File: config.mk
export PLATFORM = sky130hd
export DESIGN_NAME = cpc_blend
export DESIGN_NICKNAME = d
export VERILOG_FILES = /design/src/hdl/cpc_pkg.sv /design/src/hdl/cpc_blend.sv
export SDC_FILE = /design/constraint.sdc
export NUM_CORES = 1
export LEC_CHECK = 0
export BUFFER_PORTS_ARGS = -buffer_cell sky130_fd_sc_hd__buf_2
export CAP_MARGIN = 0
export CELL_PAD_IN_SITES_DETAIL_PLACEMENT = 0
export CELL_PAD_IN_SITES_GLOBAL_PLACEMENT = 1
export CORE_UTILIZATION = 51
export CTS_CLUSTER_DIAMETER = 30
export DETAILED_ROUTE_END_ITERATION = 10
export PLACE_DENSITY = 0.92
export SLEW_MARGIN = 20
export SYNTH_ARGS = -nofsm -noshare
export SYNTH_HDL_FRONTEND = slang
export SYNTH_SLANG_ARGS = --single-unit
File: constraint.sdc
create_clock -name aclk -period 8.5 [get_ports aclk]
set_input_delay 0 -clock aclk [delete_from_list [all_inputs] [get_ports aclk]]
set_output_delay 0 -clock aclk [all_outputs]
set_load 0.05 [all_outputs]
File: src/hdl/cpc_pkg.sv
// cpc_pkg: shared types and constants for the clipped paste compositor.
// No dependencies; used by cpc_blend and clipped_paste_compositor in hdl/.
package cpc_pkg;

    // input word kinds
    localparam logic [1:0] KIND_WRITE = 2'd0;
    localparam logic [1:0] KIND_READ  = 2'd1;
    localparam logic [1:0] KIND_PASTE = 2'd2;

    // blend modes
    localparam logic [1:0] MODE_COPY  = 2'd0;
    localparam logic [1:0] MODE_ALPHA = 2'd1;
    localparam logic [1:0] MODE_SMASK = 2'd2;
    localparam logic [1:0] MODE_CMASK = 2'd3;

    // register indexes (byte address / 4)
    localparam logic [2:0] REG_DEST_WIDTH   = 3'd0;
    localparam logic [2:0] REG_DEST_HEIGHT  = 3'd1;
    localparam logic [2:0] REG_SOURCE_WIDTH = 3'd2;
    localparam logic [2:0] REG_OFFSET_X     = 3'd3;
    localparam logic [2:0] REG_OFFSET_Y     = 3'd4;
    localparam logic [2:0] REG_BLEND_MODE   = 3'd5;
    localparam logic [2:0] REG_FILL_COLOR   = 3'd6;
    localparam logic [2:0] REG_ALPHA        = 3'd7;

    localparam logic [12:0] ROW_LIMIT = 13'd8191;
    localparam logic [12:0] COL_LIMIT = 13'd4096;
    localparam logic [7:0]  CHAN_MAX  = 8'd255;

    typedef enum logic [2:0] {
        ST_IDLE,
        ST_ADDR,
        ST_READ,
        ST_MUL,
        ST_WB,
        ST_OUT
    } state_t;

    typedef struct packed {
        logic [1:0]  mode;
        logic [7:0]  alpha;
        logic [23:0] fill;
    } blend_cfg_t;

endpackage

File: src/hdl/cpc_blend.sv
// cpc_blend: per-channel weighted mix (keep*(255-w) + take*w)/255, truncating.
// Products are registered on load; the divide by 255 follows combinationally.
// Depends on cpc_pkg.
module cpc_blend (
    input  logic                aclk,
    input  logic                load,
    input  cpc_pkg::blend_cfg_t cfg,
    input  logic [23:0]         src,
    input  logic [23:0]         mask,
    input  logic [23:0]         dst,
    output logic [23:0]         res
);

    for (genvar c = 0; c < 3; c++) begin : g_chan
        logic [7:0]  keep;
        logic [7:0]  take;
        logic [7:0]  wgt;
        logic [15:0] sum_next;
        logic [15:0] sum_reg;
        logic [15:0] qtmp;

        always_comb begin
            case (cfg.mode)
                cpc_pkg::MODE_COPY: begin
                    // src*255/255 == src
                    keep = src[8*c +: 8];
                    take = dst[8*c +: 8];
                    wgt  = 8'd0;
                end
                cpc_pkg::MODE_ALPHA: begin
                    keep = src[8*c +: 8];
                    take = dst[8*c +: 8];
                    wgt  = cfg.alpha;
                end
                cpc_pkg::MODE_SMASK: begin
                    keep = dst[8*c +: 8];
                    take = src[8*c +: 8];
                    wgt  = mask[8*c +: 8];
                end
                default: begin
                    keep = dst[8*c +: 8];
                    take = cfg.fill[8*c +: 8];
                    wgt  = mask[8*c +: 8];
                end
            endcase
            sum_next = ({8'd0, keep} * {8'd0, cpc_pkg::CHAN_MAX - wgt})
                       + ({8'd0, take} * {8'd0, wgt});
        end

        always_ff @(posedge aclk) begin
            if (load) begin
                sum_reg <= sum_next;
            end
        end

        // exact x/255 for x < 65280
        assign qtmp = sum_reg + 16'd1 + {8'd0, sum_reg[15:8]};
        assign res[8*c +: 8] = qtmp[15:8];
    end

endmodule

==> metrics.csv, run 1 <==
stage;metric;value;unit
place;dpl_worst_slack;1.675;ns
place;placed_cells;2313;
floorplanning;die_x;180.4;um
cells_and_area;nNetsFinal;2530;
sta;finalWorstSetupSlack;1.955;ns
clocking;htree_levels;2;
sta;rsz0062_at_grt;false;
global_routing;grt_max_degree;75;
sta;max_freq;152.8;MHz
clocking;cts_buffer_depth;2;
cells_and_area;layout_commonest_cell;inv_1;
sta;hold_viol;0;
yosys;avgSynthCellArea;8.927;sq um
floorplanning;core_area;30990;sq um
critical_path;crit_chain;buf_6, buf_4, mux2i_1, nor2_1, fa_1, fa_1, inv_1, fa_1, fa_1, fa_1, fa_1, inv_1, ha_1, o21a_1, a2111o_1, a31o_1, a21oi_2, xnor2_1;
yosys;synth_ff_type;edfxtp_1;
yosys;synth.distinct_cells;53;
clocking;post-cts-setup-buffers;0;
global_routing;antenna_found_initial;3;
yosys;yosysWarnings;0;
clocking;cts_sinks;48;
critical_path;crit_fanout;74;
cells_and_area;largest_reg_flops;48;
global_routing;grt_usage;26.60;%
critical_path;crit_path_end_kind;flip-flop;
global_routing;grt_first_pass_wirelength;67190;um
critical_path;crit_arrival;6.60;ns
sta;finalCritPeriodShare;77.01;%
floorplanning;fp.dieArea;32560;sq um
yosys;ys_seq_elements;48;
drt;drt-initial-drc-count;755;
sta;slew_headroom;25.04;%
cells_and_area;nFillCells;2880;
critical_path;criticalPathCategory;in -> reg;
sta;finalSetupViolations;0;
sta;slew_viol_final;0;
run_status;outcome;finished, final reports clean;
critical_path;cpMostUsedCell;fa_1;
place;dp_hpwl;35730;um
drt;drc;0;
drt;via_count;12680;
clocking;cts_tree;done;
floorplanning;die_h;180.4;um
clocking;cts_root_buf;clkbuf_16;
clocking;cts_resized;0;
min_path;hold_path.class;in -> reg;
sta;finalCriticalPeriod;6.545;ns
place;port_buffers;131;
sta;timing.setup.tns;0;ns
critical_path;slowest_stage;buf_4;
drt;drt_first_pass_iters;5;
cells_and_area;final_cell_mix;inv_1, fa_1, nor2_1;
yosys;synth_area;16240;sq um
clocking;path_clk_slew;0.08;ns
global_routing;grt_overflow;0;
yosys;synthCells;1819;
cells_and_area;syn_to_final_growth;7.482;%
yosys;ys_async_sr_fraction;0;%
clocking;hold_buffers;0;
cells_and_area;layout.cells.non_filler;2323;
floorplanning;start_util;52.40;%
sta;worstMarginPinSlew;1.117;ns
clocking;cts_made_buffers;5;
floorplanning;ios;132;
drt;wl_per_cell;17.96;um
cells_and_area;drive_gt1_share;10.18;%
yosys;synth-seq-area-share;8.877;%
flow_run;maxCapViolCount;0;
yosys;synth_edf_count;48;
critical_path;cp.required;8.56;ns
drt;drt-total-wl;41730;um
critical_path;startpoint_type;input port;
place;gp_congestion;0.9550;
yosys;syn_nets;2425;
min_path;holdPathStages;1;
critical_path;max_stage_delay;0.76;ns
drt;drtAntennaViolNets;0;
global_routing;first_global_vias;13220;
floorplanning;rows;64;
drt;vias_per_cell;5.456;
==> critical path: cells and delay by family <==
family / cells / cell delay (ns)
muxes: 1 / 0.63
AOI/OAI and AO/OA: 4 / 1.04
adders and majority gates: 7 / 3.30
xor gates and xnor gates: 1 / 0.08
buffers and inverters: 4 / 1.32
and+or+nand+nor: 1 / 0.14
==> area by class of cell <==
class / instances / area, sq um / area share [%]
antenna: 2 / 5.005 / 0.02868
sequential: 48 / 1441 / 8.259
multi-input combinational: 1315 / 13050 / 74.75
tap: 396 / 495.5 / 2.839
inverter: 418 / 1569 / 8.990
clock buffer: 5 / 125.1 / 0.7169
clock inverter: 3 / 68.82 / 0.3943
timing repair buffer: 136 / 701.9 / 4.022
==> routing by layer <==
metal	up-vias	track usage [%]	part of all wire, %
met1	6323	33.59	41
met2	448	44.60	48
met4	2	10.19	3.6
met3	77	5.760	7.3
li1	5825	-	-
met5	-	0	0.031
==> Yosys cell counts, drive strengths merged, types with 2 or more instances <==
cell | count | share of area, %
a211oi | 12 | 0.62
a21o | 47 | 2.2
a21oi | 63 | 2.5
a31oi | 4 | 0.15
and2 | 13 | 0.50
and3 | 7 | 0.27
buf | 34 | 1.1
clkbuf | 4 | 0.092
edfxtp | 48 | 8.9
fa | 288 | 36
ha | 210 | 16
inv | 418 | 9.7
mux2 | 16 | 1.1
mux2i | 45 | 2.8
nand2 | 146 | 3.4
nand2b | 29 | 1.1
nand3 | 12 | 0.37
nand4 | 6 | 0.23
nor2 | 256 | 5.9
nor3 | 6 | 0.18
nor3b | 2 | 0.092
o21a | 3 | 0.14
o21ai | 41 | 1.3
o21bai | 7 | 0.32
o31ai | 3 | 0.25
or2 | 13 | 0.50
xnor2 | 57 | 3.1
xor2 | 15 | 0.81
==> path summary, 6_finish.rpt <==
path  startpoint                         endpoint
max      cfg[33]  g_chan[1].sum_reg[12]$_DFFE_PP_
min         load   g_chan[0].sum_reg[0]$_DFFE_PP_
==> logic make-up after synthesis <==
family,count (synthesis),share of synthesized area [%]
AO/OA/AOI/OAI,190,8.075
multiplexers,61,3.883
adder cells (fa/ha/maj),498,51.69
XOR/XNOR,72,3.884
AND/OR/NAND/NOR,494,12.77
buffers and inverters,456,10.83
flip-flops,48,8.877
==> per-stage QoR <==
stage | hold slack [ns] | instance area [sq um] | util, %
after floorplan | 0.1125 | 16240 | -
after global placement | 0.6569 | 17240 | 55.64
after detailed placement | 0.6643 | 17240 | 55.64
after CTS | 0.3708 | 17440 | 56.27
after global routing | 0.2689 | 17450 | 56.32
final | 0.2211 | 17450 | 56.32
Power of run 1 is left out: the tool's default activity adds up to more than one toggle a clock period on the data nets, which glitch-free logic cannot reach.
==> inputs of run 2 (changes only) <==
--- a/config.mk
+++ b/config.mk
@@ -9,10 +9,10 @@
 export CAP_MARGIN = 0
 export CELL_PAD_IN_SITES_DETAIL_PLACEMENT = 0
 export CELL_PAD_IN_SITES_GLOBAL_PLACEMENT = 1
-export CORE_UTILIZATION = 51
+export CORE_UTILIZATION = 49
 export CTS_CLUSTER_DIAMETER = 30
 export DETAILED_ROUTE_END_ITERATION = 10
-export PLACE_DENSITY = 0.92
+export PLACE_DENSITY = 0.89
 export SLEW_MARGIN = 20
 export SYNTH_ARGS = -nofsm -noshare
 export SYNTH_HDL_FRONTEND = slang
==> constraint.sdc (replaced) <==
create_clock -name aclk -period 6.51 [get_ports aclk]
set_input_delay 0 -clock aclk [delete_from_list [all_inputs] [get_ports aclk]]
set_output_delay 0 -clock aclk [all_outputs]
set_load 0.05 [all_outputs]
==> run 2 against run 1 <==
Sequential cell count did not move; worst setup slack got worse by 1.4 ns; die area up 4.0%; wire length rose by 1.2%; critical path depth is 4 higher; hold slack gained 0.12 ns; sequential share of layout area down 0.13 points; cell count is 3.3% higher; highest routed layer unchanged.
==> metrics.csv, run 2 (synthesis gave the netlist of run 1 again) <==
stage;metric;value;unit;change
clocking;htree_levels;2;;unchanged
cells_and_area;drive_gt1_share;11.46;%;+1.3 points
sta;timing.setup.tns;0;ns;unchanged
drt;drt-total-wl;42240;um;+1.2%
clocking;cts_tree;done;;
floorplanning;core_area;32540;sq um;+5.0%
global_routing;grt_usage;26.25;%;-0.34 points
drt;wl_per_cell;17.60;um;-2.0%
critical_path;crit_chain;buf_2, buf_4, mux2i_1, nand2_1, o21ai_1, nor2_1, fa_1, inv_1, fa_1, inv_1, fa_1, fa_1, fa_1, inv_1, fa_1, inv_1, ha_1, and3_1, a311oi_2, nand2_1, a31oi_1, xnor2_1;;
drt;drc;0;;unchanged
place;gp_congestion;1.014;;+6.2%
critical_path;startpoint_type;input port;;
cells_and_area;layout_commonest_cell;inv_1;;
min_path;hold_path.class;in -> reg;;
sta;finalCritPeriodShare;92.20;%;
run_status;outcome;finished, final reports clean;;
place;place_area;17540;sq um;+1.7%
clocking;cts_buffer_depth;2;;unchanged
sta;slew_viol_final;0;;unchanged
cells_and_area;nNetsFinal;2560;;+1.2%
floorplanning;start_util;49.91;%;-2.5 points
cells_and_area;largest_reg_flops;48;;unchanged
min_path;hold_start;load;;
global_routing;antenna_found_initial;3;;unchanged
critical_path;slowest_stage;fa_1;;
cells_and_area;multiInputGateArea;13040;sq um;about the same
drt;drt-initial-drc-count;674;;-11%
global_routing;grt_first_pass_wirelength;67860;um;+1.0%
drt;via_count;12640;;-0.27%
sta;hold_ws;0.3361;ns;+0.1151 ns
sta;slew_headroom;41.88;%;+17 points
floorplanning;die_x;184.0;um;+2.0%
floorplanning;ios;132;;unchanged
clocking;cts_resized;0;;unchanged
cells_and_area;stdcell_area;17740;sq um;+1.6%
flow_run;maxCapViolCount;0;;unchanged
clocking;cts_made_buffers;5;;unchanged
sta;worstMarginPinSlew;0.8660;ns;-0.2509 ns
global_routing;grt_overflow;0;;unchanged
critical_path;crit_path_end_kind;flip-flop;;
floorplanning;fp.dieArea;33870;sq um;+4.0%
sta;rsz0062_at_grt;false;;
cells_and_area;final_cell_mix;inv_1, fa_1, nor2_1;;
critical_path;crit_arrival;6.06;ns;-0.54 ns
min_path;whs_endpoint;g_chan[0].sum_reg[0]$_DFFE_PP_;;
critical_path;max_stage_delay;0.58;ns;-0.18 ns
sta;finalSetupViolations;0;;unchanged
floorplanning;die_h;184.0;um;+2.0%
sta;max_freq;166.6;MHz;
drt;drt_first_pass_iters;5;;unchanged
drt;vias_per_cell;5.267;;-3.5%
sta;finalCriticalPeriod;6.002;ns;
clocking;cts_sinks;48;;unchanged
cells_and_area;post-route-util;54.53;%;-1.8 points
clocking;path_clk_slew;0.07;ns;about the same
place;dp_hpwl;36900;um;+3.3%
drt;drtAntennaViolNets;0;;unchanged
clocking;post-cts-setup-buffers;0;;unchanged
critical_path;criticalPathCategory;in -> reg;;
place;port_buffers;131;;unchanged
clocking;cts_root_buf;clkbuf_16;;
global_routing;first_global_vias;13030;;-1.4%
critical_path;crit_cells;22;;+4
critical_path;crit_fanout;24;;-68%
critical_path;cpMostUsedCell;fa_1;;
critical_path;cp.required;6.56;ns;-2.00 ns
cells_and_area;syn_to_final_growth;9.254;%;
clocking;hold_buffers;0;;unchanged
sta;hold_viol;0;;unchanged
global_routing;grt_max_degree;104;;+39%
cells_and_area;seqCellArea;1441;sq um;unchanged
critical_path;worst-path-buf-inv;6;;+2
floorplanning;rows;66;;+3.1%
critical_path;cp_top_family;adder cells;;
min_path;holdPathStages;2;;+1
cells_and_area;nFillCells;3050;;+5.9%
-- run 2: metrics by stage --
stage	cells	worst slack [ns]
6_report	2400	0.5078
4_1_cts	2397	0.5158
5_1_grt	2399	0.1916
3_3_place_gp	2389	0.2189
3_5_place_dp	2389	0.1816
2_1_floorplan	1819	0.7594
-- run 2: worst max-delay path by stage --
stage,start,endpoint
6_report,cfg[32],g_chan[2].sum_reg[15]$_DFFE_PP_
5_1_grt,cfg[32],g_chan[2].sum_reg[13]$_DFFE_PP_
4_1_cts,cfg[32],g_chan[2].sum_reg[15]$_DFFE_PP_
3_5_place_dp,cfg[32],g_chan[2].sum_reg[15]$_DFFE_PP_
3_3_place_gp,cfg[32],g_chan[2].sum_reg[15]$_DFFE_PP_
2_1_floorplan,cfg[33],g_chan[1].sum_reg[12]$_DFFE_PP_
-- run 2: per-layer routing --
metal | track usage, % | part of all wire, %
met1 | 34.95 | 42
met2 | 43.42 | 47
met3 | 4.219 | 6.9
met4 | 8.933 | 3.5
met5 | 0 | 0.028
-- run 2: cell type report --
| class | instances | area share (%) |
|---|---|---|
| Antenna cell | 3 | 0.04232 |
| Clock buffer | 5 | 0.7053 |
| Clock inverter | 3 | 0.3879 |
| Inverter | 418 | 8.844 |
| Multi-Input combinational cell | 1315 | 73.50 |
| Sequential cell | 48 | 8.125 |
| Tap cell | 442 | 3.117 |
| Timing Repair Buffer | 166 | 5.282 |
Power of run 2 is left out for the same reason.
